`src/hdl/rm2tu_pkg.sv`:
```
`timescale 1ns / 1ps
// Shared widths, angle constants and the arctangent table of the theta-u converter.
package rm2tu_pkg;

	localparam int FRAC_BITS    = 16;
	localparam int CORDIC_STEPS = 18;
	localparam int IN_W         = 18;
	localparam int OUT_W        = 19;
	localparam int D_W          = 19;
	localparam int SQ_W         = 37;
	localparam int RAD_W        = 40;
	localparam int ROOT_W       = 20;
	localparam int SQRT_STEPS   = 20;
	localparam int X_W          = 38;
	localparam int Z_W          = 34;
	localparam int TH_W         = 32;
	localparam int DVD_W        = 60;
	localparam int DVS_W        = 20;
	localparam int REM_W        = 20;
	localparam int DIV_STEPS    = 40;
	localparam int MAG_W        = 53;
	localparam int GSHIFT       = 30 - FRAC_BITS;
	localparam int NSHIFT       = GSHIFT + 20;
	localparam int ONE          = 1 << FRAC_BITS;

	localparam logic [TH_W-1:0] PI_Q30      = 32'd3373259426;
	localparam logic [TH_W-1:0] HALF_PI_Q30 = 32'd1686629713;

	localparam longint LIM_RND = (longint'(PI_Q30) + (longint'(1) << (GSHIFT - 1))) >> GSHIFT;
	localparam longint FMAX    = (longint'(1) << (OUT_W - 1)) - 1;
	localparam logic [OUT_W-2:0] TU_MAX = (OUT_W-1)'((LIM_RND > FMAX) ? FMAX : LIM_RND);

	// atan(2^-i) in Q30, rounded to nearest
	function automatic logic [TH_W-1:0] atan_q30(input logic [4:0] i);
		logic [TH_W-1:0] v;
		case (i)
			5'd0:  v = 32'd843314857;
			5'd1:  v = 32'd497837829;
			5'd2:  v = 32'd263043837;
			5'd3:  v = 32'd133525159;
			5'd4:  v = 32'd67021687;
			5'd5:  v = 32'd33543516;
			5'd6:  v = 32'd16775851;
			5'd7:  v = 32'd8388437;
			5'd8:  v = 32'd4194283;
			5'd9:  v = 32'd2097149;
			5'd31: v = 32'd0;
			default: v = 32'd1 << (5'd30 - i);
		endcase
		return v;
	endfunction

endpackage

```
`src/hdl/rm2tu_sqrt_cell.sv`:
```
`timescale 1ns / 1ps
// One digit of a pipelined integer square root: decide result bit k.
module rm2tu_sqrt_cell (
	input  logic                            clk,
	input  logic [4:0]                      k,
	input  logic [rm2tu_pkg::RAD_W-1:0]     rem_i,
	input  logic [rm2tu_pkg::ROOT_W-1:0]    root_i,
	output logic [rm2tu_pkg::RAD_W-1:0]     rem_o,
	output logic [rm2tu_pkg::ROOT_W-1:0]    root_o
);
	import rm2tu_pkg::*;

	logic [RAD_W+1:0] trial;
	logic             take;

	// (r + 2^k)^2 - r^2 = r*2^(k+1) + 2^(2k)
	always_comb begin
		trial = ((RAD_W+2)'(root_i) << (k + 5'd1)) + ((RAD_W+2)'(1) << (2 * k));
		take  = {2'b00, rem_i} >= trial;
	end

	always_ff @(posedge clk) begin
		if (take) begin
			rem_o  <= rem_i - trial[RAD_W-1:0];
			root_o <= root_i | (ROOT_W'(1) << k);
		end else begin
			rem_o  <= rem_i;
			root_o <= root_i;
		end
	end

endmodule

```
`config.mk`:
```
export PLATFORM = sky130hd
export DESIGN_NAME = rm2tu_sqrt_cell
export DESIGN_NICKNAME = d
export VERILOG_FILES = /design/src/hdl/rm2tu_pkg.sv /design/src/hdl/rm2tu_sqrt_cell.sv
export SDC_FILE = /design/constraint.sdc
export NUM_CORES = 1
export LEC_CHECK = 0
export ABC_AREA = 1
export BUFFER_PORTS_ARGS = -buffer_cell sky130_fd_sc_hd__buf_4
export CAP_MARGIN = 20
export CORE_AREA = 8 8 174 110
export CTS_BUF_LIST = sky130_fd_sc_hd__clkbuf_16
export DETAILED_ROUTE_END_ITERATION = 16
export DIE_AREA = 0 0 182 118
export PLACE_DENSITY = 0.68
export SLEW_MARGIN = 30
export SYNTH_ARGS = -nofsm -noshare
export SYNTH_HDL_FRONTEND = slang
export SYNTH_SLANG_ARGS = --single-unit
```
`constraint.sdc`:
```
create_clock -name clk -period 17.3 [get_ports clk]
set_clock_uncertainty 0.05 [all_clocks]
set_input_delay 0.865 -clock clk [delete_from_list [all_inputs] [get_ports clk]]
set_output_delay 0.865 -clock clk [all_outputs]
set_load 0.02 [all_outputs]
```
==> run metrics <==
Primary FF master, synth dfxtp_1; number of global-route vias before repair 8,655; Hold Startpoint rem_i[36]; PwrDens 94.0 nW/µm²; VDD IR max 0.0596 mV; Hold Violations, Final 0; count of input and output buffers 125; Max Cap Viol 0; Setup crit end kind flip-flop; GRT Util Overall 28.7%; first-pass iteration count of the detailed router 6; cell mode on critical path nand2_1; ant diodes 0; clock buffer depth 2; FP Rows 37; number of synthesis warnings 0; CORE AREA 16,700 µm²; WHS 0.671 ns; Period minus WS final 8.19 ns; I/O pin cnt 126; first-iteration detailed-routing DRC count 1,252; PostCTS Resize Cnt 0; initial antenna violation count 0; Post-Synthesis Cells 1,376; H-tree levels 3; clock transition at the registers of the reported paths 0.06 ns; number of synthesized flops with an enable pin 0; vias 9,720; Setup crit end root_o[4]; metal1 wirelength 16.4 mm; HPWL after DPL 26.2 mm; Critical Path Fanout Max 60; TritonCTS clock tree yes; max frequency 122 MHz; outcome complete, no violations; WS Path Type in -> reg; Netlist cell types 48; worst slew pin tran 0.939 ns; gpl congestion 1.00; hold_buf cts 0; Power, Total 887 µW; nets 1,605; CP max-delay cell ha_1; total die area 21,500 µm²; Routed WL 31.9 mm; fraction of layout cells with a size suffix above 1 12.5%; gr ovfl total 0; Routed wire per std cell 18.9 µm; ys async rst share 0%; DRT antenna net count 0; static leakage 0.00469 µW; metal2 WL 11.1 mm; Root Buffer clkbuf_16; Crit path required time 17.54 ns; post-CTS setup buffer count 0; RSZ-0062 raised after global routing no; Worst Path Arrival 8.43 ns; first-pass GRT wire length 49.1 mm; Post-Syn Nets 1,510; die height 118 µm; Layout area overhead 15.7%; Starting Density 48.9%; met3 routed WL 4.27 mm; slew margin rel. 37.4%; period utilization 47.3%; total negative setup slack 0 ns; final setup vio count 0; cts bufs inserted 9; Core Util, Final 56.6%; Slew Limit Fails 0; register area share after synthesis 14.7%; via/cell ratio 5.75; Die X 182 µm; CTS Sinks 60; top layer in use met4; Mapped Avg Cell Area 5.93 µm²; Hold Path Class in -> reg; largest net degree at the start of global routing 62; FF+latch count, synth 60; crit path launch type primary input; Mapped Area 8160 µm²; CP Launch Point k[0]; DRC Markers 0; CP peak stage delay 0.77 ns
[report_power, final]
group / total, µW / internal, µW / switching [µW]
clock network: 201 / 124 / 76.6
registers: 180 / 171 / 9.04
logic: 506 / 173 / 333
total: 887 / 468 / 419
[cells in the final DEF, fill, tap and decap left out, types with 6 or more instances in the layout]
master,netlist,final
nor2_1,137,137
xnor2_1,21,21
nand3_1,106,106
inv_1,141,141
o21ai_0,74,74
nor2_2,6,6
mux2i_1,10,10
dfxtp_1,60,60
a21oi_1,74,74
a31oi_1,12,12
nor3_1,19,19
buf_4,5,131
ha_1,67,67
nand2_2,6,6
nand2_1,400,400
o21bai_1,6,6
nand3_2,7,7
clkbuf_16,0,9
inv_2,9,8
nand4_1,73,73
xor2_1,48,46
[registers in the layout (all words and copies together) (netlist names)]
signal,cells
rem_o,40
root_o,20
[kinds of logic (layout without fill, tap and decap cells)]
| logic type | count (synthesis) | in the layout | share of synthesized area, % |
|---|---|---|---|
| compound gates | 202 | 202 | 13.7 |
| simple gates | 767 | 767 | 41.2 |
| xor+xnor | 71 | 71 | 7.94 |
| mux | 10 | 10 | 1.23 |
| buf+inv | 198 | 297 | 10.7 |
| fa+ha+maj | 68 | 68 | 10.5 |
| flops | 60 | 60 | 14.7 |
[how the worst min path moves through the flow]
stage                 endpoint  slack (ns)  cells past startpoint
finish               rem_o[36]        0.67                      3
global route        root_o[14]        0.68                      3
CTS                 root_o[17]        0.66                      3
detailed placement  root_o[17]        1.02                      3
global placement    root_o[17]        1.02                      3
floorplan            root_o[0]        0.91                      2
[final cells by class]
class / instances / area (µm²)
Sequential cell: 60 / 1200
Timing Repair Buffer: 131 / 983
Tap cell: 214 / 268
Clock buffer: 9 / 225
Clock inverter: 6 / 80.1
Multi-Input combinational cell: 1118 / 6110
Inverter: 151 / 568
Fill cell: 1724 / 7230
[Yosys cell counts (3+ instances only)]
library cell	number	area, µm²
nand4_1	73	457
nand2_1	400	1500
a21oi_1	74	370
o211ai_1	5	37.5
clkbuf_1	12	45.0
o22ai_1	4	25.0
a31oi_1	12	75.1
and3_1	3	18.8
a21boi_0	3	22.5
nor3_1	19	95.1
a21o_1	4	30.0
xnor2_1	21	184
o21ai_2	3	26.3
buf_4	5	37.5
nand3_1	106	531
o21bai_1	6	45.0
ha_1	67	838
inv_2	9	33.8
o21ai_1	6	30.0
nor2_1	137	514
mux2i_1	10	100
nand3_2	7	70.1
inv_1	141	529
xor2_1	48	420
nor2_2	6	37.5
o21a_1	5	37.5
buf_6	12	135
buf_2	14	70.1
dfxtp_1	60	1200
o21ai_0	74	370
buf_1	4	15.0
nand2_2	6	37.5
[worst max-delay path: cells and delay by family]
kind | cells | cell delay, ns
buffers and inverters | 6 | 1.74
AND/OR/NAND/NOR | 11 | 1.88
AO/OA/AOI/OAI | 9 | 2.18
XOR/XNOR | 1 | 0.15
adder cells (fa/ha/maj) | 3 | 1.52
[stage by stage]
step	cell area, µm²	worst slack, ns	std cells
global placement	9130	9.29	1674
detailed placement	9130	9.08	1674
floorplan	8160	11.14	1376
finish	9440	9.11	1689
CTS	9440	9.41	1689
global route	9440	8.74	1689
[routing by layer]
metal / GRT usage (%) / up-vias
li1: - / 4768
met1: 45.5 / 4375
met2: 35.2 / 560
met3: 10.1 / 17
met4: 4.23 / 0
met5: 0 / -
Power figures use the tool's default switching activity.
