**src/hdl/rm2tu_pkg.sv**
```systemverilog
`timescale 1ns / 1ps
// Shared widths, angle constants and the arctangent table of the theta-u converter.
package rm2tu_pkg;

	localparam int FRAC_BITS    = 16;
	localparam int CORDIC_STEPS = 18;
	localparam int IN_W         = 18;
	localparam int OUT_W        = 19;
	localparam int D_W          = 19;
	localparam int SQ_W         = 37;
	localparam int RAD_W        = 40;
	localparam int ROOT_W       = 20;
	localparam int SQRT_STEPS   = 20;
	localparam int X_W          = 38;
	localparam int Z_W          = 34;
	localparam int TH_W         = 32;
	localparam int DVD_W        = 60;
	localparam int DVS_W        = 20;
	localparam int REM_W        = 20;
	localparam int DIV_STEPS    = 40;
	localparam int MAG_W        = 53;
	localparam int GSHIFT       = 30 - FRAC_BITS;
	localparam int NSHIFT       = GSHIFT + 20;
	localparam int ONE          = 1 << FRAC_BITS;

	localparam logic [TH_W-1:0] PI_Q30      = 32'd3373259426;
	localparam logic [TH_W-1:0] HALF_PI_Q30 = 32'd1686629713;

	localparam longint LIM_RND = (longint'(PI_Q30) + (longint'(1) << (GSHIFT - 1))) >> GSHIFT;
	localparam longint FMAX    = (longint'(1) << (OUT_W - 1)) - 1;
	localparam logic [OUT_W-2:0] TU_MAX = (OUT_W-1)'((LIM_RND > FMAX) ? FMAX : LIM_RND);

	// atan(2^-i) in Q30, rounded to nearest
	function automatic logic [TH_W-1:0] atan_q30(input logic [4:0] i);
		logic [TH_W-1:0] v;
		case (i)
			5'd0:  v = 32'd843314857;
			5'd1:  v = 32'd497837829;
			5'd2:  v = 32'd263043837;
			5'd3:  v = 32'd133525159;
			5'd4:  v = 32'd67021687;
			5'd5:  v = 32'd33543516;
			5'd6:  v = 32'd16775851;
			5'd7:  v = 32'd8388437;
			5'd8:  v = 32'd4194283;
			5'd9:  v = 32'd2097149;
			5'd31: v = 32'd0;
			default: v = 32'd1 << (5'd30 - i);
		endcase
		return v;
	endfunction

endpackage

```
**src/hdl/rm2tu_div_cell.sv**
```systemverilog
`timescale 1ns / 1ps
// One restoring division step: shift in a dividend bit, emit a quotient bit.
module rm2tu_div_cell (
	input  logic                             clk,
	input  logic [rm2tu_pkg::REM_W-1:0]      rem_i,
	input  logic [rm2tu_pkg::DIV_STEPS-1:0]  lo_i,
	input  logic [rm2tu_pkg::DVS_W-1:0]      dvs_i,
	output logic [rm2tu_pkg::REM_W-1:0]      rem_o,
	output logic [rm2tu_pkg::DIV_STEPS-1:0]  lo_o,
	output logic [rm2tu_pkg::DVS_W-1:0]      dvs_o
);
	import rm2tu_pkg::*;

	logic [REM_W:0] t, diff;
	logic           ge;

	always_comb begin
		t    = {rem_i, lo_i[DIV_STEPS-1]};
		diff = t - {1'b0, dvs_i};
		ge   = t >= {1'b0, dvs_i};
	end

	always_ff @(posedge clk) begin
		rem_o <= ge ? diff[REM_W-1:0] : t[REM_W-1:0];
		lo_o  <= {lo_i[DIV_STEPS-2:0], ge};
		dvs_o <= dvs_i;
	end

endmodule

```
**config.mk**
```make
export PLATFORM = sky130hd
export DESIGN_NAME = rm2tu_div_cell
export DESIGN_NICKNAME = d
export VERILOG_FILES = /design/src/hdl/rm2tu_pkg.sv /design/src/hdl/rm2tu_div_cell.sv
export SDC_FILE = /design/constraint.sdc
export NUM_CORES = 1
export LEC_CHECK = 0
export ABC_AREA = 0
export BUFFER_PORTS_ARGS = -buffer_cell sky130_fd_sc_hd__clkbuf_2
export CAP_MARGIN = 0
export CORE_MARGIN = 1.5
export CORE_UTILIZATION = 25
export CTS_CLUSTER_SIZE = 14
export DETAILED_ROUTE_END_ITERATION = 8
export SKIP_LAST_GASP = 1
export SYNTH_ARGS = -nofsm -noshare
export SYNTH_HDL_FRONTEND = slang
export SYNTH_SLANG_ARGS = --single-unit
```
**constraint.sdc**
```tcl
create_clock -name clk -period 3.7 [get_ports clk]
set_clock_uncertainty 0.05 [all_clocks]
set_input_delay 0.74 -clock clk [delete_from_list [all_inputs] [get_ports clk]]
set_output_delay 0.74 -clock clk [all_outputs]
set_load 0.02 [all_outputs]
```
==> results of run 1 <==
[path summary, 6_finish.rpt]
kind | start | endpoint | cells past startpoint | slack [ps]
worst max-delay path | dvs_i[4] | rem_o[0] | 10 | 930
worst min-delay path | lo_i[38] | lo_o[39] | 1 | 450
[sequential cells by signal, indices dropped and copies added (netlist names)]
signal  cells
rem_o      20
dvs_o      20
lo_o       40
[cells by family after synthesis]
| kind of cell | after synthesis | share of synthesized area |
|---|---|---|
| AOI/OAI and AO/OA | 73 | 0.156 |
| xor gates and xnor gates | 17 | 0.0508 |
| adders and majority gates | 21 | 0.0922 |
| buffers and inverters | 32 | 0.0423 |
| DFF | 80 | 0.546 |
| muxes | 6 | 0.0260 |
| and+or+nand+nor | 57 | 0.0862 |
[cell type report]
type	instances	area, sq um	area share
flip-flops and latches	80	1600	0.379
multi-input cells	174	1210	0.285
repair buffers	161	808	0.191
clock buffers	10	229	0.0541
well taps	143	179	0.0423
clock inverters	6	116	0.0275
inverters	24	90.1	0.0213
[metal layers]
| layer | part of all wire | vias to the layer above | track usage | wire (um) |
|---|---|---|---|---|
| met3 | 0.072 | 7 | 0.0498 | 543 |
| met4 | 0.0096 | 0 | 0.0456 | 72 |
| met5 | 0 | - | 0 | 0 |
| met2 | 0.48 | 110 | 0.203 | 3570 |
| met1 | 0.44 | 1123 | 0.144 | 3300 |
| li1 | - | 1310 | - | - |
[per-stage QoR]
stage                     instances  total power [mW]  utilization  worst slack, ps  hold slack, ps
final                           598              2.45        0.370              931             454
after global routing            598              2.57        0.370              781             432
after CTS                       598              2.50        0.370              934             437
after detailed placement        582              1.46        0.340              577             794
after global placement          582              1.46        0.340              673             793
after floorplan                 286              1.28            -             1050             718
[report_power, final]
| group | switching (mW) | internal [mW] |
|---|---|---|
| logic | 0.282 | 0.186 |
| clock network | 0.354 | 0.664 |
| registers | 0.0246 | 0.943 |
| total | 0.661 | 1.79 |
[cells in the final DEF, fill, tap and decap left out, drive strengths merged, types with 2 or more instances in the layout]
cell type and n:
clkbuf 170, dfxtp 80, nand2 32, o21ai 26, inv 25, ha 20, a21oi 18, nor2 10
xnor2 10, a21o 7, xor2 7, nand4 5, o21a 4, mux2 4, a211oi 3, bufinv 3
nor2b 2, o2111ai 2, a31oi 2, nor3 2, o21bai 2, o211ai 2, mux2i 2, nand2b 2
clkinv 2
[critical path: stages]
cell and delay (ps):
clkbuf_2 110, inv_1 40, ha_1 350, a21o_1 200, a31oi_1 200, nand2_1 180, a311o_1 390, a21oi_4 250
buf_4 310, mux2i_1 210
==> impl_metrics.tcl, run 1 <==
set metrics [dict create \
    status "complete, no violations" \
    clkTransAtPathRegs_ps 60 \
    cts-root-buf "clkbuf_16" \
    seq_area_frac_synth 0.546 \
    diodes 0 \
    grt_pass1_wl_um 11900 \
    finalWeightedCongestion 0.794 \
    synth_flop_cell "dfxtp_1" \
    wl_um 7490 \
    layout-drive-gt1-share 0.402 \
    ys_types 40 \
    dr.pass1.iters 4 \
    fmax_ghz 0.361 \
    postSynthAreaPerCell_sq_um 10.3 \
    fin_nets 552 \
    max_slew_margin 0.600 \
    grt_overflow_total 0 \
    worstSetupPathType "in -> reg" \
    routed-via-count 2550 \
    grt_pass1_vias 2501 \
    cts_resized 0 \
    area_delta_synth_final_pct 44.3 \
    setup_tns_ps 0 \
    start_kind "primary input" \
    ios 161 \
    netlist_area_sq_um 2930 \
    yosysWarnings 0 \
    yosys.area.top_type_share 0.546 \
    required_ps 3910 \
    endpoint_kind "flip-flop" \
    grt_util_all_layers 0.123 \
    synth_top_cell_by_area "dfxtp_1" \
    core_area_sq_um 11400 \
    cts_max_level 3 \
    cts_buffer_depth 2 \
    syn_nets 388 \
    hold_viol 0 \
    ys_seq_elements 80 \
    drtIter0Drc 162 \
    rsz0062_at_grt "no" \
    power_leakage_nw 2.15 \
    dpl_cell_area_sq_um 3880 \
    ys_top_cells_by_count "80 x dfxtp_1, 32 x nand2_1, 25 x o21ai_0, 23 x inv_1, 20 x ha_1" \
    synthMostInstantiatedCell "dfxtp_1" \
    dieWidth_um 111 \
    synthArstFlopShare 0 \
    antenna_found_initial 0 \
    rows 39 \
    clock-sinks 80 \
    drv_slew 0 \
    synth_area_leaders "dfxtp_1 55%, ha_1 8.5%, o21ai_0 4.3%" \
    maxCapViolations 0 \
    cts_hold_buf 0 \
    die_area_sq_um 12400 \
    hold_path.class "in -> reg" \
    die_y_um 111 \
    io_buffers 160 \
    peakVddDrop_v 0.000300 \
    final-setup-viol-count 0 \
    fin_crit_ps 2770 \
    start_util 0.257 \
    hpwl_um 6180 \
    antenna_left 0 \
    worst_pin_slew_ps 597 \
    post_cts_buffers 0 \
    grt_max_degree 25 \
    fillers 1159 \
    synth_edf_count 0 \
    syn_inst 286 \
    viasPerCell 4.26 \
    cp_max_fo 24 \
    arrival_ps 2980 \
    wl_per_cell_um 12.5 \
    final_cell_area_sq_um 4230 \
    tritoncts "built" \
    powerDensity_nw_per_um2 580 \
    drc_errors 0 \
    min_period_over_period 0.748 \
    cts_made_buffers 9 \
]
Power figures use the tool's default switching activity.
==> inputs of run 2 (changes only) <==
clock period = 2.5 ns   (was 3.7 ns; I/O delays follow)
==> impl_metrics.tcl, run 2 (synthesized netlist as in run 1, its figures left out) <==
set metrics [dict create \
    dieWidth_um 111 \
    worst_pin_slew_ps 489 \
    start_util 0.257 \
    top_regs "lo_o x40, dvs_o x20, rem_o x20" \
    fin_nets 583 \
    viasPerCell 4.19 \
    grt_pass1_wl_um 12100 \
    drc_errors 0 \
    final-setup-viol-count 0 \
    clock-sinks 80 \
    min_period_over_period 0.924 \
    final_cell_area_sq_um 4410 \
    finalNonFillerCells 629 \
    dpl_cell_area_sq_um 4120 \
    final_common_cell "clkbuf_2" \
    place_inst 613 \
    max_slew_margin 0.672 \
    cts_resized 0 \
    peakVddDrop_v 0.000350 \
    hpwl_um 6160 \
    drv_slew 0 \
    endpoint_kind "flip-flop" \
    fin_crit_ps 2310 \
    drtIter0Drc 116 \
    rsz0062_at_grt "no" \
    switchingPower_mw 0.984 \
    clkTransAtPathRegs_ps 60 \
    cts_hold_buf 0 \
    wl_um 7490 \
    hold_viol 0 \
    status "complete, no violations" \
    ios 161 \
    pre_cts_ws_ps -160 \
    power.total_mw 3.48 \
    setup_tns_ps 0 \
    layout_common_cells "160 x clkbuf_2, 80 x dfxtp_1, 32 x nand2_1, 32 x buf_4, 25 x o21ai_0" \
    routed-via-count 2633 \
    fillers 1163 \
    sw_frac_of_total 0.282 \
    fmax_ghz 0.433 \
    antenna_left 0 \
    worstSetupPathType "in -> reg" \
    diodes 0 \
    cts_made_buffers 9 \
    finalWeightedCongestion 0.786 \
    clockPowerShare 0.374 \
    p_int_mw 2.50 \
    hold_path.class "in -> reg" \
    io_buffers 160 \
    wl_per_cell_um 11.9 \
    whs_ps 217 \
    cts-root-buf "clkbuf_16" \
    fin_util 0.387 \
    cp_max_fo 3 \
    die_area_sq_um 12400 \
    grt_pass1_vias 2534 \
    antenna_found_initial 0 \
    grt_overflow_total 0 \
    pwr-share-comb 0.216 \
    die_y_um 111 \
    top_register "lo_o" \
    core_area_sq_um 11400 \
    area_delta_synth_final_pct 50.6 \
    layout-drive-gt1-share 0.440 \
    p_seq_frac 0.410 \
    rows 39 \
    maxCapViolations 0 \
    tritoncts "built" \
    power_leakage_nw 2.28 \
    cts_buffer_depth 2 \
    critPathCapture "rem_o[12]" \
    fin_ws_ps 189 \
    dr.pass1.iters 4 \
    worstSetupStartpoint "lo_i[39]" \
    largest_register_ffs 40 \
    cts_max_level 3 \
    required_ps 2670 \
    start_kind "primary input" \
    powerDensity_nw_per_um2 789 \
    grt_util_all_layers 0.125 \
    arrival_ps 2490 \
    post_cts_buffers 0 \
    grt_max_degree 20 \
]
-- run 2: final cells by class --
class,instances,area (sq um),area share
sequential,80,1600,0.363
inverter,24,90.1,0.0204
clock inverter,6,67.6,0.0153
timing repair buffer,192,1040,0.236
tap,143,179,0.0405
multi-input combinational,174,1210,0.273
clock buffer,10,229,0.0519
-- run 2: critical path: stages --
cell and delay (ps):
clkbuf_2 70, inv_1 40, ha_1 220, fa_1 390, nor2b_1 160, o2111ai_1 140, a21oi_1 290, nor2_1 120
mux2i_1 170, o211ai_1 100, mux2_4 260
-- run 2: per-layer routing --
layer	share of wire	vias to the layer above	track usage
li1	-	1362	-
met1	0.43	1148	0.150
met2	0.47	112	0.201
met3	0.079	11	0.0525
met4	0.015	0	0.0422
met5	0	-	0
-- run 2: power by group through the flow --
stage          Sequential [mW]  Combinational (mW)  Clock, mW
2_1_floorplan             1.61               0.290          0
3_3_place_gp              1.45               0.758          0
3_5_place_dp              1.46               0.761          0
4_1_cts                   1.43               0.766       1.35
5_1_grt                   1.44               0.834       1.41
6_report                  1.43               0.754       1.30
-- run 2: worst min-delay path by stage --
stage	cells after the start	slack [ps]	from	endpoint
floorplan	0	480	dvs_i[0]	dvs_o[0]
global placement	1	550	lo_i[12]	lo_o[13]
detailed placement	1	550	lo_i[5]	lo_o[6]
CTS	1	200	lo_i[5]	lo_o[6]
global route	1	200	lo_i[22]	lo_o[23]
finish	1	220	lo_i[5]	lo_o[6]
