[src/hdl/rm2tu_pkg.sv]
`timescale 1ns / 1ps
// Shared widths, angle constants and the arctangent table of the theta-u converter.
package rm2tu_pkg;

	localparam int FRAC_BITS    = 16;
	localparam int CORDIC_STEPS = 18;
	localparam int IN_W         = 18;
	localparam int OUT_W        = 19;
	localparam int D_W          = 19;
	localparam int SQ_W         = 37;
	localparam int RAD_W        = 40;
	localparam int ROOT_W       = 20;
	localparam int SQRT_STEPS   = 20;
	localparam int X_W          = 38;
	localparam int Z_W          = 34;
	localparam int TH_W         = 32;
	localparam int DVD_W        = 60;
	localparam int DVS_W        = 20;
	localparam int REM_W        = 20;
	localparam int DIV_STEPS    = 40;
	localparam int MAG_W        = 53;
	localparam int GSHIFT       = 30 - FRAC_BITS;
	localparam int NSHIFT       = GSHIFT + 20;
	localparam int ONE          = 1 << FRAC_BITS;

	localparam logic [TH_W-1:0] PI_Q30      = 32'd3373259426;
	localparam logic [TH_W-1:0] HALF_PI_Q30 = 32'd1686629713;

	localparam longint LIM_RND = (longint'(PI_Q30) + (longint'(1) << (GSHIFT - 1))) >> GSHIFT;
	localparam longint FMAX    = (longint'(1) << (OUT_W - 1)) - 1;
	localparam logic [OUT_W-2:0] TU_MAX = (OUT_W-1)'((LIM_RND > FMAX) ? FMAX : LIM_RND);

	// atan(2^-i) in Q30, rounded to nearest
	function automatic logic [TH_W-1:0] atan_q30(input logic [4:0] i);
		logic [TH_W-1:0] v;
		case (i)
			5'd0:  v = 32'd843314857;
			5'd1:  v = 32'd497837829;
			5'd2:  v = 32'd263043837;
			5'd3:  v = 32'd133525159;
			5'd4:  v = 32'd67021687;
			5'd5:  v = 32'd33543516;
			5'd6:  v = 32'd16775851;
			5'd7:  v = 32'd8388437;
			5'd8:  v = 32'd4194283;
			5'd9:  v = 32'd2097149;
			5'd31: v = 32'd0;
			default: v = 32'd1 << (5'd30 - i);
		endcase
		return v;
	endfunction

endpackage

[src/hdl/rm2tu_cordic_cell.sv]
`timescale 1ns / 1ps
// One vectoring CORDIC micro-rotation toward y = 0.
module rm2tu_cordic_cell (
	input  logic                              clk,
	input  logic [4:0]                        i,
	input  logic signed [rm2tu_pkg::X_W-1:0]  x_i,
	input  logic signed [rm2tu_pkg::X_W-1:0]  y_i,
	input  logic signed [rm2tu_pkg::Z_W-1:0]  z_i,
	output logic signed [rm2tu_pkg::X_W-1:0]  x_o,
	output logic signed [rm2tu_pkg::X_W-1:0]  y_o,
	output logic signed [rm2tu_pkg::Z_W-1:0]  z_o
);
	import rm2tu_pkg::*;

	logic signed [X_W-1:0] xs, ys;
	logic signed [Z_W-1:0] ang;

	always_comb begin
		xs  = x_i >>> i;
		ys  = y_i >>> i;
		ang = $signed(Z_W'(atan_q30(i)));
	end

	// hold when y is already exactly zero
	always_ff @(posedge clk) begin
		if (y_i > 0) begin
			x_o <= x_i + ys;
			y_o <= y_i - xs;
			z_o <= z_i + ang;
		end else if (y_i < 0) begin
			x_o <= x_i - ys;
			y_o <= y_i + xs;
			z_o <= z_i - ang;
		end else begin
			x_o <= x_i;
			y_o <= y_i;
			z_o <= z_i;
		end
	end

endmodule

[config.mk]
export PLATFORM = sky130hd
export DESIGN_NAME = rm2tu_cordic_cell
export DESIGN_NICKNAME = d
export VERILOG_FILES = /design/src/hdl/rm2tu_pkg.sv /design/src/hdl/rm2tu_cordic_cell.sv
export SDC_FILE = /design/constraint.sdc
export NUM_CORES = 1
export LEC_CHECK = 0
export ABC_AREA = 1
export ABC_CLOCK_PERIOD_IN_PS = 6200
export BUFFER_PORTS_ARGS = -buffer_cell sky130_fd_sc_hd__buf_2
export CORE_ASPECT_RATIO = 1.2
export CORE_MARGIN = 10
export CORE_UTILIZATION = 40
export DETAILED_ROUTE_END_ITERATION = 10
export SLEW_MARGIN = 20
export SYNTH_ARGS = -nofsm -noshare
export SYNTH_HDL_FRONTEND = slang
export SYNTH_SLANG_ARGS = --single-unit
[constraint.sdc]
create_clock -name clk -period 6.2 [get_ports clk]
set_input_delay 0 -clock clk [delete_from_list [all_inputs] [get_ports clk]]
set_output_delay 0 -clock clk [all_outputs]
set_load 0.05 [all_outputs]
==> results of run 1 <==
per-stage QoR:
stage | utilization (%) | power, W | cells | instance area, µm² | hold WS [ns]
after floorplan | - | 0.00372 | 4467 | 23100 | 0.103
after global placement | 43.1 | 0.00492 | 5285 | 24600 | 0.227
after detailed placement | 43.1 | 0.00490 | 5285 | 24600 | 0.217
after CTS | 44.5 | 0.00560 | 5355 | 25500 | 0.00281
after global routing | 44.5 | 0.00604 | 5355 | 25500 | 0.0189
final | 44.5 | 0.00566 | 5356 | 25500 | 0.0206
cells by family (layout without fill, tap and decap cells):
kind of cell	after synthesis	count (layout)	synth area share (%)
and+or+nand+nor	2437	2437	43.1
DFF	110	110	9.52
buffers and inverters	806	959	13.5
xor gates and xnor gates	32	32	1.21
muxes	27	27	1.17
AOI/OAI and AO/OA	832	832	19.4
other	2	5	0.0325
adders and majority gates	219	219	12.0
registers in the layout, summed over array words and instances, names as in the netlist:
name,count
y_o,38
z_o,34
x_o,38
power by group:
group	leakage (nW)	internal [W]	switching [W]
Clock	0.134	0.000294	0.000352
Combinational	12.8	0.00105	0.00302
Sequential	0.928	0.000889	0.0000507
per-layer routing:
layer / vias up / routed length [µm] / GRT usage [%]
met2: 1347 / 52800 / 54.2
met3: 342 / 7850 / 3.83
met5: - / 57 / 0
met1: 13553 / 44500 / 37.5
li1: 14647 / - / -
met4: 8 / 7810 / 20.8
worst min-delay path by stage:
stage / from / endpoint / slack [ns] / depth (start not counted)
detailed placement: z_i[33] / z_o[33] / 0.22 / 3
CTS: x_i[21] / x_o[21] / 0.003 / 3
floorplan: z_i[33] / z_o[33] / 0.10 / 2
global route: x_i[17] / x_o[17] / 0.02 / 3
finish: x_i[5] / x_o[5] / 0.02 / 3
global placement: z_i[33] / z_o[33] / 0.23 / 3
cell usage in the layout (no fill, tap or decap), drive strengths merged, types with 35 or more instances in the layout:
cell type | netlist | routed
nand3 | 418 | 418
dfxtp | 110 | 110
dlygate4sd3 | 0 | 55
nand2 | 1470 | 1470
buf | 72 | 239
o21ai | 405 | 405
ha | 213 | 213
nor3 | 35 | 35
nor2 | 437 | 437
a21oi | 306 | 306
inv | 650 | 649
nand4 | 45 | 45
timing repair:
action                                 CTS  global route
endpoints found under the hold margin   55             0
resized for setup                        0             0
hold buffers                            55             0
worst min-delay path, stage by stage:
cell,delay (ns)
buf_2,0.18
nand2_1,0.07
o311ai_0,0.14
layout make-up:
cell class                 count  area, µm²  area share (%)
clock buffer                  11        253           0.993
timing repair buffer         294       1790            7.02
clock inverter                 4       32.5           0.128
inverter                     650       2440            9.59
antenna                        1       2.50         0.00983
multi-input combinational   3551      17800            70.0
sequential                   110       2200            8.65
tap                          735        920            3.61
==> impl_metrics.tcl, run 1 <==
set metrics [dict create \
    antenna_found_initial 5 \
    path_class "in2reg" \
    ys_seq_area_share_pct 9.52 \
    synthFlopType "dfxtp_1" \
    synth-async-reset-ratio_pct 0 \
    core_um2 57200 \
    io_buffers 225 \
    drtPass1Iterations 6 \
    clock.fmax_mhz 219 \
    period_needed_ns 4.57 \
    cts_tree "done" \
    initial_core_util_pct 40.5 \
    area_delta_synth_final_pct 10.1 \
    tightest_slew_ns 1.06 \
    clock_path_buffers 2 \
    design.die.area_um2 67900 \
    cp_data_arrival_time_ns 4.91 \
    routed_via_density 5.58 \
    synth-seq-cells 110 \
    crit_top_cell "nand2_1" \
    synth.most_common_cell "nand2_1" \
    cts-buffers-inserted 9 \
    fin_crit_sh_pct 73.7 \
    vias 29897 \
    clk_root_buffer_cell "clkbuf_16" \
    grt_pass1_vias 28467 \
    min_path_type "in2reg" \
    ys_types 54 \
    avgSynthCellArea_um2 5.18 \
    cp_slowest_cell "buf_4" \
    yosysTopAreaCellShare_pct 23.7 \
    ys_warn_count 0 \
    routed_wirelength_um 113000 \
    irDropWorstVdd_v 0.000139 \
    die_x_um 240 \
    fill_cells 6637 \
    cp_max_fo 71 \
    io_pins 226 \
    grt_pass1_wl_um 168000 \
    grt_max_degree 82 \
    final_antenna_net_count 0 \
    post_cts_buffers 0 \
    drv_cap 0 \
    slowest_delay_ns 0.58 \
    wl_per_cell_um 21.1 \
    dp_hpwl_um 93700 \
    run_status "finished clean" \
    rsz0062_at_grt "no" \
    fin_tns_setup_ns 0 \
    drtIter0Drc 2925 \
    cp_num_cells 27 \
    grt_overflow 0 \
    place.gp.congestion 1.06 \
    critPathCaptureType "flip-flop" \
    htreeDepth 3 \
    clk_pin_slew_ns 0.10 \
    power_density_nw_per_um2 222 \
    p_leak_nw 13.8 \
    cts_sinks 110 \
    drcViolationCount 0 \
    endpoint "z_o[32]" \
    worst_slack_ns 1.63 \
    setup_viol 0 \
    layout-drive-gt1-share_pct 6.58 \
    preCtsSetupSlack_ns 1.42 \
    ys_top_cells_by_count "nand2_1 (1,463), inv_1 (638), nor2_1 (429)" \
    critical_path.top_delay_family "simple AND/OR/NAND/NOR gates" \
    fin_nets 4951 \
    rows 96 \
    hold_viol_final 0 \
    slew_violations 0 \
    cp-start-kind "input port" \
    setup.worst_path.start "i[0]" \
    syn_area_um2 23100 \
    slew_headroom_pct 29.3 \
    synth_edf_count 0 \
    worstPathRequired_ns 6.54 \
    grt.total_usage_pct 32.1 \
    cp.buffers_inverters 6 \
    synthTopCellsByArea "nand2_1 (24%), ha_1 (12%), inv_1 (10%)" \
    yosysTopAreaCell "nand2_1" \
    syn-instance-count 4465 \
    die_h_um 283 \
]
No activity file was read; power rests on OpenSTA's default activity.
==> run 2: changes to the inputs <==
--- a/config.mk
+++ b/config.mk
@@ -5,8 +5,8 @@
 export SDC_FILE = /design/constraint.sdc
 export NUM_CORES = 1
 export LEC_CHECK = 0
-export ABC_AREA = 1
-export ABC_CLOCK_PERIOD_IN_PS = 6200
+export ABC_AREA = 0
+export ABC_CLOCK_PERIOD_IN_PS = 4700
 export BUFFER_PORTS_ARGS = -buffer_cell sky130_fd_sc_hd__buf_2
 export CORE_ASPECT_RATIO = 1.2
 export CORE_MARGIN = 10
==> constraint.sdc (replaced) <==
create_clock -name clk -period 4.7 [get_ports clk]
set_input_delay 0 -clock clk [delete_from_list [all_inputs] [get_ports clk]]
set_output_delay 0 -clock clk [all_outputs]
set_load 0.05 [all_outputs]
==> run 2 against run 1 <==
Synthesized cell count fell by 37%. Hold slack improved by 0.0012 ns. Wire length fell by 26%. Core utilization rose by 3.3 points. Flip-flop and latch count did not move. Sequential share of layout area rose by 0.69 points. Via count fell by 25%. First-iteration DRC count fell by 25%. Combinational power rose by 28%. Highest routed layer unchanged.
==> impl_metrics.tcl, run 2 <==
set metrics [dict create \
    irDropWorstVdd_v 0.000260 \
    cp-start-kind "input port" \
    slew_headroom_pct 26.0 \
    drtPass1Iterations 7 \
    clock.fmax_mhz 224 \
    dpl_cell_area_um2 22800 \
    syn-instance-count 2825 \
    finalPower_w 0.00741 \
    synth.most_common_cell "nor2_1" \
    ys_types 96 \
    io_buffers 225 \
    grt.total_usage_pct 27.1 \
    place.gp.congestion 1.04 \
    rsz0062_at_grt "no" \
    fin_tns_setup_ns 0 \
    drtIter0Drc 2206 \
    ys_seq_area_share_pct 11.0 \
    dp_cells 3700 \
    ys_top_cells_by_count "nor2_1 (311), a21oi_1 (287), ha_1 (213), inv_1 (213), nand2_1 (213)" \
    io_pins 226 \
    dp_hpwl_um 67200 \
    clk_pin_slew_ns 0.08 \
    critPathCaptureType "flip-flop" \
    avgSynthCellArea_um2 7.08 \
    die_h_um 265 \
    slew_violations 0 \
    synthTopCellsByArea "ha_1 (13%), dfxtp_1 (11%), a21oi_1 (7.2%)" \
    core_um2 49300 \
    die_x_um 224 \
    vias 22566 \
    hold_viol_final 0 \
    layout-drive-gt1-share_pct 18.7 \
    reg_top3 "x_o: 38 flops, y_o: 38 flops, z_o: 34 flops" \
    ys_warn_count 0 \
    synth_edf_count 0 \
    syn_area_um2 20000 \
    worstPathRequired_ns 4.99 \
    cts-buffers-inserted 9 \
    antenna_found_initial 3 \
    grt_pass1_wl_um 128000 \
    holdPathStages 4 \
    final_cells 3754 \
    cts_sinks 110 \
    yosysTopAreaCellShare_pct 13.3 \
    routed_via_density 6.01 \
    wl_per_cell_um 22.4 \
    clock_path_buffers 2 \
    cts_tree "done" \
    p_leak_nw 10.7 \
    min_path_type "in2reg" \
    htreeDepth 3 \
    final_antenna_net_count 0 \
    fill_cells 5053 \
    tightest_slew_ns 1.11 \
    fin_crit_sh_pct 95.1 \
    num_antenna_cells 0 \
    design.die.area_um2 59400 \
    path_class "in2reg" \
    layout_commonest_cell "nor2_1" \
    grt_pass1_vias 21954 \
    clk_root_buffer_cell "clkbuf_16" \
    rows 89 \
    drcViolationCount 0 \
    fin_hold_ws_ns 0.0218 \
    period_needed_ns 4.47 \
    worst_hold_path.endpoint "y_o[0]" \
    min-delay-start "y_i[0]" \
    drv_cap 0 \
    fin_area_um2 23600 \
    cp_data_arrival_time_ns 4.76 \
    initial_core_util_pct 40.6 \
    final_cell_mix "nor2_1 (311), a21oi_1 (286), buf_2 (222)" \
    yosysTopAreaCell "ha_1" \
    synthFlopType "dfxtp_1" \
    grt_overflow 0 \
    synth-async-reset-ratio_pct 0 \
    setup_viol 0 \
    grt_max_degree 82 \
    run_status "finished clean" \
    power_density_nw_per_um2 314 \
    area_delta_synth_final_pct 17.9 \
    routed_wirelength_um 84100 \
    synth-seq-cells 110 \
    cp_max_fo 26 \
    fin_nets 3447 \
]
[run 2: cell types whose count changed in the layout (fill, tap and decap cells not counted), sizes merged, moves of 47 or more]
| cell | previous run | this run |
|---|---|---|
| nand2 | 1470 | 213 |
| inv | 649 | 221 |
| nand3 | 418 | 44 |
| o21ai | 405 | 186 |
| buf | 239 | 427 |
| xnor2 | 1 | 143 |
| nor2 | 437 | 311 |
| mux2i | 27 | 79 |
| a211oi | 2 | 52 |
| mux2 | 0 | 47 |
[run 2: how the worst max path moves through the flow]
| stage | start | endpoint | slack, ns | cells after the start |
|---|---|---|---|---|
| after floorplan | i[1] | x_o[34] | 0.11 | 21 |
| after global placement | i[1] | y_o[34] | -0.02 | 20 |
| after detailed placement | i[1] | y_o[34] | -0.09 | 20 |
| after CTS | x_i[29] | y_o[34] | 0.27 | 21 |
| after global routing | x_i[29] | y_o[30] | 0.009 | 20 |
| final | i[1] | y_o[37] | 0.23 | 20 |
[run 2: cell type report]
class / count / area [µm²] / area share [%]
Clock buffer: 10 / 239 / 1.01
Clock inverter: 6 / 93.8 / 0.398
Inverter: 223 / 837 / 3.55
Multi-Input combinational cell: 2304 / 16300 / 69.1
Sequential cell: 110 / 2200 / 9.34
Tap cell: 637 / 797 / 3.38
Timing Repair Buffer: 464 / 3120 / 13.2
[run 2: logic make-up (layout without fill, tap and decap cells)]
kind of cell             Yosys count  after routing  synth area share [%]
buffers and inverters            413            703                  7.84
AO/OA/AOI/OAI                    937            937                  30.4
AND/OR/NAND/NOR                  815            815                  18.5
adder cells (fa/ha/maj)          219            219                  13.9
XOR/XNOR                         162            162                  7.09
multiplexers                     167            167                  11.2
flip-flops                       110            110                  11.0
other                              2              4                0.0375
[run 2: metrics by stage]
stage	utilization [%]	setup WS [ns]
after floorplan	-	0.105
after global placement	46.3	-0.0218
after detailed placement	46.3	-0.0905
after CTS	47.7	0.269
after global routing	47.8	0.00925
final	47.8	0.228
[run 2: what timing repair did]
action                                  CTS  global route
hold buffers                             37             0
endpoints found under the setup margin    0             3
gates resized for setup                   0             6
buffers inserted                          0             1
hold endpoints to repair                 36             0
[run 2: layer usage]
metal  GRT usage (%)  share of wire, %
met5               0             0.031
met4            10.9               3.6
met3            3.93               6.4
met2            46.7                49
met1            33.2                41
[run 2: critical path: stages]
cell,delay (ns)
buf_4,0.34
buf_4,0.36
mux2_2,0.38
o21ai_0,0.34
o21ai_0,0.17
mux2i_1,0.19
nor2_1,0.06
nor2_1,0.23
ha_1,0.33
nor4_1,0.42
o211a_1,0.21
a31oi_1,0.08
a211oi_2,0.29
a31oi_1,0.13
buf_4,0.19
o2111ai_1,0.24
a211oi_1,0.16
a21oi_1,0.21
mux2i_1,0.09
or3_1,0.31
[run 2: report_power, final]
part           switching [W]  leakage, nW  total [W]  internal (W)
Combinational        0.00338         9.62    0.00522       0.00185
Clock               0.000437        0.159   0.000923      0.000486
Sequential         0.0000686        0.928    0.00127       0.00120
Total                0.00388         10.7    0.00741       0.00353
